[config.mk]
export PLATFORM = sky130hd
export DESIGN_NAME = jset_mul
export DESIGN_NICKNAME = d
export VERILOG_FILES = /design/src/rtl/jset_pkg.sv /design/src/rtl/jset_mul.sv
export SDC_FILE = /design/constraint.sdc
export NUM_CORES = 1
export LEC_CHECK = 0
export BUFFER_PORTS_ARGS = -buffer_cell sky130_fd_sc_hd__buf_2
export CAP_MARGIN = 20
export CORE_ASPECT_RATIO = 1.25
export CORE_MARGIN = 5
export CORE_UTILIZATION = 41
export CTS_CLUSTER_DIAMETER = 80
export DETAILED_ROUTE_END_ITERATION = 16
export PLACE_DENSITY = 0.57
export SLEW_MARGIN = 10
export SYNTH_ARGS = -nofsm -noshare
export SYNTH_HDL_FRONTEND = slang
export SYNTH_SLANG_ARGS = --single-unit
[constraint.sdc]
create_clock -name clk_i -period 10.2 [get_ports clk_i]
set_input_delay 1.53 -clock clk_i [delete_from_list [all_inputs] [get_ports clk_i]]
set_output_delay 1.53 -clock clk_i [all_outputs]
set_load 0.005 [all_outputs]
[src/rtl/jset_pkg.sv]
// Shared types, constants and helpers for the Julia set escape test block.
package jset_pkg;

  localparam int COORD_BITS = 12;
  localparam int FRAC_BITS  = 24;
  localparam int QW         = COORD_BITS + FRAC_BITS;  // plane value width
  localparam int EW         = QW + 3;                  // headroom before saturation
  localparam int STEP_W     = FRAC_BITS + 1;
  localparam int ITER_W     = 10;
  localparam int LIM_W      = QW - 1;
  localparam int CFG_W      = QW;
  localparam int CFG_IDX_W  = 3;
  localparam int RED_W      = 8;

  // multiplier split: magnitudes cut into two halves of HW bits
  localparam int HW = (QW + 1) / 2;
  localparam int MW = 2 * HW;
  localparam int AW = 4 * HW;

  typedef logic signed [QW-1:0] q_t;
  typedef logic signed [EW-1:0] qe_t;

  localparam q_t QMAX = {1'b0, {(QW-1){1'b1}}};
  localparam q_t QMIN = {1'b1, {(QW-1){1'b0}}};

  localparam logic [COORD_BITS-1:0] CENTER_RST = COORD_BITS'(1000);
  localparam logic [STEP_W-1:0] STEP_RST =
    STEP_W'(((longint'(15) << FRAC_BITS) + longint'(5000)) / longint'(10000));
  localparam q_t C_REAL_RST =
    QW'(-(((longint'(8) << FRAC_BITS) + longint'(5)) / longint'(10)));
  localparam q_t C_IMAG_RST =
    QW'(((longint'(156) << FRAC_BITS) + longint'(500)) / longint'(1000));
  localparam logic [ITER_W-1:0] ITER_RST = ITER_W'(200);
  localparam logic [LIM_W-1:0]  LIM_RST  = LIM_W'(longint'(1000) << FRAC_BITS);
  localparam logic [RED_W-1:0]  RED_ON   = {RED_W{1'b1}};

  typedef enum logic [CFG_IDX_W-1:0] {
    REG_CENTER,
    REG_STEP,
    REG_C_REAL,
    REG_C_IMAG,
    REG_MAX_ITER,
    REG_ESC_LIMIT
  } cfg_reg_e;

  typedef struct packed {
    logic capture;    // latch pixel offsets from center
    logic map;        // scale offsets by the pixel step
    logic load_z;     // saturate mapped point into z
    logic mul_start;  // launch re*re, im*im, re*im
    logic update;     // z <= z*z + c
  } dp_cmd_t;

  typedef struct packed {
    logic mul_done;
    logic escaped;
  } dp_sts_t;

  function automatic q_t sat_q(qe_t v);
    q_t r;
    if (v > EW'(QMAX)) begin
      r = QMAX;
    end else if (v < EW'(QMIN)) begin
      r = QMIN;
    end else begin
      r = v[QW-1:0];
    end
    return r;
  endfunction

endpackage

[src/rtl/jset_mul.sv]
// Multi-cycle saturating fixed-point multiplier, four half-width partial products.
module jset_mul import jset_pkg::*; (
  input  logic clk_i,
  input  logic rst_ni,
  input  logic start_i,
  input  q_t   a_i,
  input  q_t   b_i,
  output logic done_o,
  output q_t   res_o
);

  localparam logic [2:0] STEP_LAST_PP = 3'd3;
  localparam logic [2:0] STEP_FIN     = 3'd5;
  localparam int         TW           = AW - FRAC_BITS;

  logic          run_q;
  logic [2:0]    step_q;
  logic          done_q;
  logic          neg_q;
  logic [MW-1:0] ma_q, mb_q;
  logic [MW-1:0] pp_q;
  logic [1:0]    pidx_q;
  logic [AW-1:0] acc_q;
  q_t            res_q;

  logic [QW-1:0] mag_a, mag_b;
  logic [HW-1:0] opa, opb;
  logic [MW-1:0] pp_d;
  logic [AW-1:0] pp_sh;
  logic [TW-1:0] trunc;
  logic [QW-1:0] lim;
  logic [QW-1:0] sat_mag;
  q_t            res_d;

  assign mag_a = a_i[QW-1] ? ($unsigned(~a_i) + QW'(1)) : $unsigned(a_i);
  assign mag_b = b_i[QW-1] ? ($unsigned(~b_i) + QW'(1)) : $unsigned(b_i);

  // step 0: lo*lo, 1: hi*lo, 2: lo*hi, 3: hi*hi
  assign opa  = step_q[0] ? ma_q[MW-1:HW] : ma_q[HW-1:0];
  assign opb  = step_q[1] ? mb_q[MW-1:HW] : mb_q[HW-1:0];
  assign pp_d = opa * opb;

  always_comb begin
    unique case (pidx_q)
      2'd0:       pp_sh = AW'(pp_q);
      2'd1, 2'd2: pp_sh = AW'(pp_q) << HW;
      2'd3:       pp_sh = AW'(pp_q) << (2 * HW);
      default:    pp_sh = AW'(pp_q);
    endcase
  end

  // truncate toward zero, clamp magnitude, then reapply sign
  assign trunc   = acc_q[AW-1:FRAC_BITS];
  assign lim     = neg_q ? $unsigned(QMIN) : $unsigned(QMAX);
  assign sat_mag = (trunc > TW'(lim)) ? lim : trunc[QW-1:0];
  assign res_d   = neg_q ? q_t'(~sat_mag + QW'(1)) : q_t'(sat_mag);

  always_ff @(posedge clk_i or negedge rst_ni) begin
    if (!rst_ni) begin
      run_q  <= 1'b0;
      step_q <= '0;
      done_q <= 1'b0;
    end else begin
      done_q <= 1'b0;
      if (start_i) begin
        run_q  <= 1'b1;
        step_q <= '0;
      end else if (run_q) begin
        step_q <= step_q + 3'd1;
        if (step_q == STEP_FIN) begin
          run_q  <= 1'b0;
          done_q <= 1'b1;
        end
      end
    end
  end

  always_ff @(posedge clk_i) begin
    if (start_i) begin
      neg_q <= a_i[QW-1] ^ b_i[QW-1];
      ma_q  <= MW'(mag_a);
      mb_q  <= MW'(mag_b);
      acc_q <= '0;
    end else if (run_q) begin
      if (step_q <= STEP_LAST_PP) begin
        pp_q   <= pp_d;
        pidx_q <= step_q[1:0];
      end
      if (step_q >= 3'd1 && step_q <= STEP_LAST_PP + 3'd1) begin
        acc_q <= acc_q + pp_sh;
      end
      if (step_q == STEP_FIN) begin
        res_q <= res_d;
      end
    end
  end

  assign done_o = done_q;
  assign res_o  = res_q;

endmodule

==> impl_metrics.csv <==
group,metric,value,unit
run_status,status,"complete, no violations",
worst_setup_path,cp_max_fo,22,
sta,finalSetupTns,0,ns
floorplanning,die_height,294,um
sta,skew,0.0144,ns
clock_network,ctsLongestPathBuffers,3,
clock_network,cts_resized,0,
hold_path,hp-class,"reg -> reg",
sta,relSlewSlack,29.6,%
worst_setup_path,cp-end-kind,"flop",
job,drv_cap,0,
cells_and_area,nets,3620,
drt,firstDrtPassIters,5,
drt,vias,21500,
floorplanning,die_area,69700,um2
hold_path,min_path_cells,2,
floorplanning,initial_core_util,41.2,%
sta,setup_violations,0,
synthesis,synth-compound-area-share,14.9,%
synthesis,synth.area.mux_share,2.96,%
worst_setup_path,rr_startpoint,"step_q[0]",
sta,hold_viol,0,
clock_network,h-tree-depth,1,
synthesis,syn-num-nets,3575,
worst_setup_path,r2r_cells,24,
worst_setup_path,arrival,8.91,ns
worst_setup_path,crit_chain,"buf_4 > mux2i_1 > nor2_1 > fa_1 > inv_1 > fa_1 > fa_1 > inv_1 > fa_1 > fa_1 > inv_1 > fa_1 > inv_1 > ha_1 > a21o_1 > a21o_1 > a21oi_1 > a21oi_1 > a2111oi_0 > o31a_1 > o31ai_1 > o41ai_1 > mux2i_1 > nand3_1",
cells_and_area,drive_gt1_share,8.37,%
drt,drc,0,
synthesis,synth.distinct_cells,75,
sta,fin_crit_sh,84.0,%
clock_network,numCtsBuffers,27,
synthesis,synth-edff-count,147,
synthesis,synthSimpleGateAreaFrac,17.1,%
grt,grt_overflow,0,
synthesis,ys_top_cells_by_area,"fa_1 19%, edfxtp_1 17%, ha_1 11%",
synthesis,synth_seq_cells,224,
drt,wire_per_inst,20.0,um
synthesis,ys_async_sr_fraction,2.23,%
cells_and_area,fillers,6282,
worst_setup_path,slowest_stage,"mux2i_1",
cells_and_area,layout-area-overhead-vs-synth,9.21,%
clock_network,clock_sinks,224,
worst_setup_path,cp_num_buf_inv,5,
hold_path,holdPathEnd,"acc_q[20]",
synthesis,yosys_warnings,0,
hold_path,hp-start,"acc_q[20]",
synthesis,synth_largest_area_cell,"fa_1",
placed_design,hpwlAfterDp,64.9,mm
floorplanning,die_w,237,um
floorplanning,core,64200,um2
floorplanning,io-pin-count,112,
grt,grt_max_degree,84,
sta,tightest_slew,1.03,ns
sta,fin_crit,8.57,ns
worst_setup_path,timing.rr.end,"pp_q[33]",
synthesis,synthXorXnorAreaFrac,5.14,%
worst_setup_path,critical_path.most_common_cell,"fa_1",
grt,grt_first_pass_wirelength,124,mm
worst_setup_path,cp-start-kind,"flop",
synthesis,synthAdderAreaFrac,30.2,%
cells_and_area,design_area,28900,um2
grt,antenna_found_initial,0,
synthesis,synthesis.instances,3017,
drt,postRouteAntennaNets,0,
cells_and_area,antenna_cells,0,
cells_and_area,final_cell_mix,"387 x nand2_1, 364 x inv_1, 264 x nor2_1",
synthesis,synthFlopType,"edfxtp_1",
placed_design,postPlaceCellArea,27800,um2
worst_setup_path,cp.required,10.53,ns
drt,vias_per_cell,5.47,
worst_setup_path,path_class,"reg -> reg",
synthesis,synth_area,26400,um2
worst_setup_path,max_stage_delay,0.83,ns
sta,max_clock_freq,0.117,GHz
clock_network,clk_latency,0.59,ns
drt,routed_wl,78.5,mm
drt,drtIter0Drc,983,
clock_network,path_clk_slew,0.06,ns
worst_setup_path,regToRegSetupSlack,1.63,ns
clock_network,clockRootBuffer,"clkbuf_16",
synthesis,synth_area_per_cell,8.76,um2
floorplanning,num_rows,104,
synthesis,synthDominantCellAreaShare,19.5,%
grt,grt_use_total,22.2,%
clock_network,tritoncts,"yes",
cells_and_area,layout.cells.most_common,"nand2_1",
synthesis,ys_seq_area_share,22.6,%
grt,grt_pass1_vias,22300,
worst_setup_path,crit_family,"adder cells",
sta,rsz0062_at_grt,"no",
clock_network,cts_setup_buffers,0,
synthesis,synth_top_family_by_area,"adder cells",
placed_design,portBuffers,111,
sta,final_max_slew_viol_count,0,
clock_network,postCtsHoldBufs,0,
placed_design,gp_congestion,0.944,
how the worst max path moves through the flow:
| stage | cells after the start | to | startpoint |
|---|---|---|---|
| 3_5_place_dp | 24 | pp_q[33] | step_q[0] |
| 4_1_cts | 24 | pp_q[33] | step_q[0] |
| 3_3_place_gp | 22 | pp_q[33] | step_q[0] |
| 2_1_floorplan | 26 | pp_q[33] | step_q[0] |
| 5_1_grt | 24 | pp_q[33] | step_q[0] |
| 6_report | 24 | pp_q[33] | step_q[0] |
flip-flops by register name, summed over array words and instances, names as in the netlist:
name    count
res_o      36
acc_q      72
step_q      3
run_q       1
done_o      1
ma_q       36
pidx_q      2
neg_q       1
pp_q       36
mb_q       36
tightest hold or removal path: cells and delay by family, from the launching register on:
family	cells	cell delay, ns
AO/OA/AOI/OAI	1	0.05
AND/OR/NAND/NOR	1	0.05
flip-flops	1	0.31
cell families after synthesis:
group,Yosys count
AO/OA/AOI/OAI,608
XOR/XNOR,155
adder cells (fa/ha/maj),483
buffers and inverters,490
flip-flops,224
multiplexers,74
AND/OR/NAND/NOR,983
layer usage:
metal / vias up / GRT usage, % / share of wire (%)
met5: - / 0 / 0
met4: 0 / 10.7 / 5.7
met3: 172 / 2.39 / 4.4
met2: 566 / 40.1 / 50
met1: 10400 / 26.2 / 39
li1: 10400 / - / -
Yosys cell counts, types with 24 or more instances:
| master | instances |
|---|---|
| nand2b_1 | 24 |
| ha_1 | 226 |
| xor2_1 | 46 |
| clkbuf_1 | 115 |
| xnor2_1 | 109 |
| mux2_2 | 33 |
| o21a_1 | 26 |
| edfxtp_1 | 147 |
| nand2_1 | 387 |
| a21o_1 | 62 |
| nor3_1 | 43 |
| dfxtp_1 | 72 |
| nand4_1 | 30 |
| fa_1 | 257 |
| a21oi_1 | 193 |
| or4_1 | 24 |
| nand3_1 | 45 |
| inv_1 | 364 |
| a22o_1 | 37 |
| mux2i_1 | 41 |
| and2_1 | 43 |
| nor2_1 | 266 |
| o31ai_1 | 24 |
| o21ai_0 | 114 |
per-stage QoR:
stage / utilization [%] / hold WS, ns / worst slack (ns) / std cells
after global placement: 43.3 / 0.443 / 1.86 / 3875
after global routing: 45.0 / 0.483 / 1.09 / 3930
after detailed placement: 43.3 / 0.453 / 1.66 / 3878
final: 45.0 / 0.458 / 1.63 / 3930
after floorplan: - / 0.436 / 2.15 / 3017
after CTS: 44.9 / 0.464 / 1.63 / 3927
layout make-up:
| cell class | count | area (um2) | share of cell area (%) |
|---|---|---|---|
| clock inverters | 21 | 328 | 1.14 |
| clock buffers | 28 | 679 | 2.35 |
| multi-input cells | 2303 | 18600 | 64.5 |
| flip-flops and latches | 224 | 5980 | 20.7 |
| repair buffers | 142 | 816 | 2.83 |
| inverters | 364 | 1370 | 4.73 |
| well taps | 848 | 1060 | 3.68 |
Power is not shown: default switching activity piles up to over one toggle a cycle in this logic, so the estimate is an artifact.
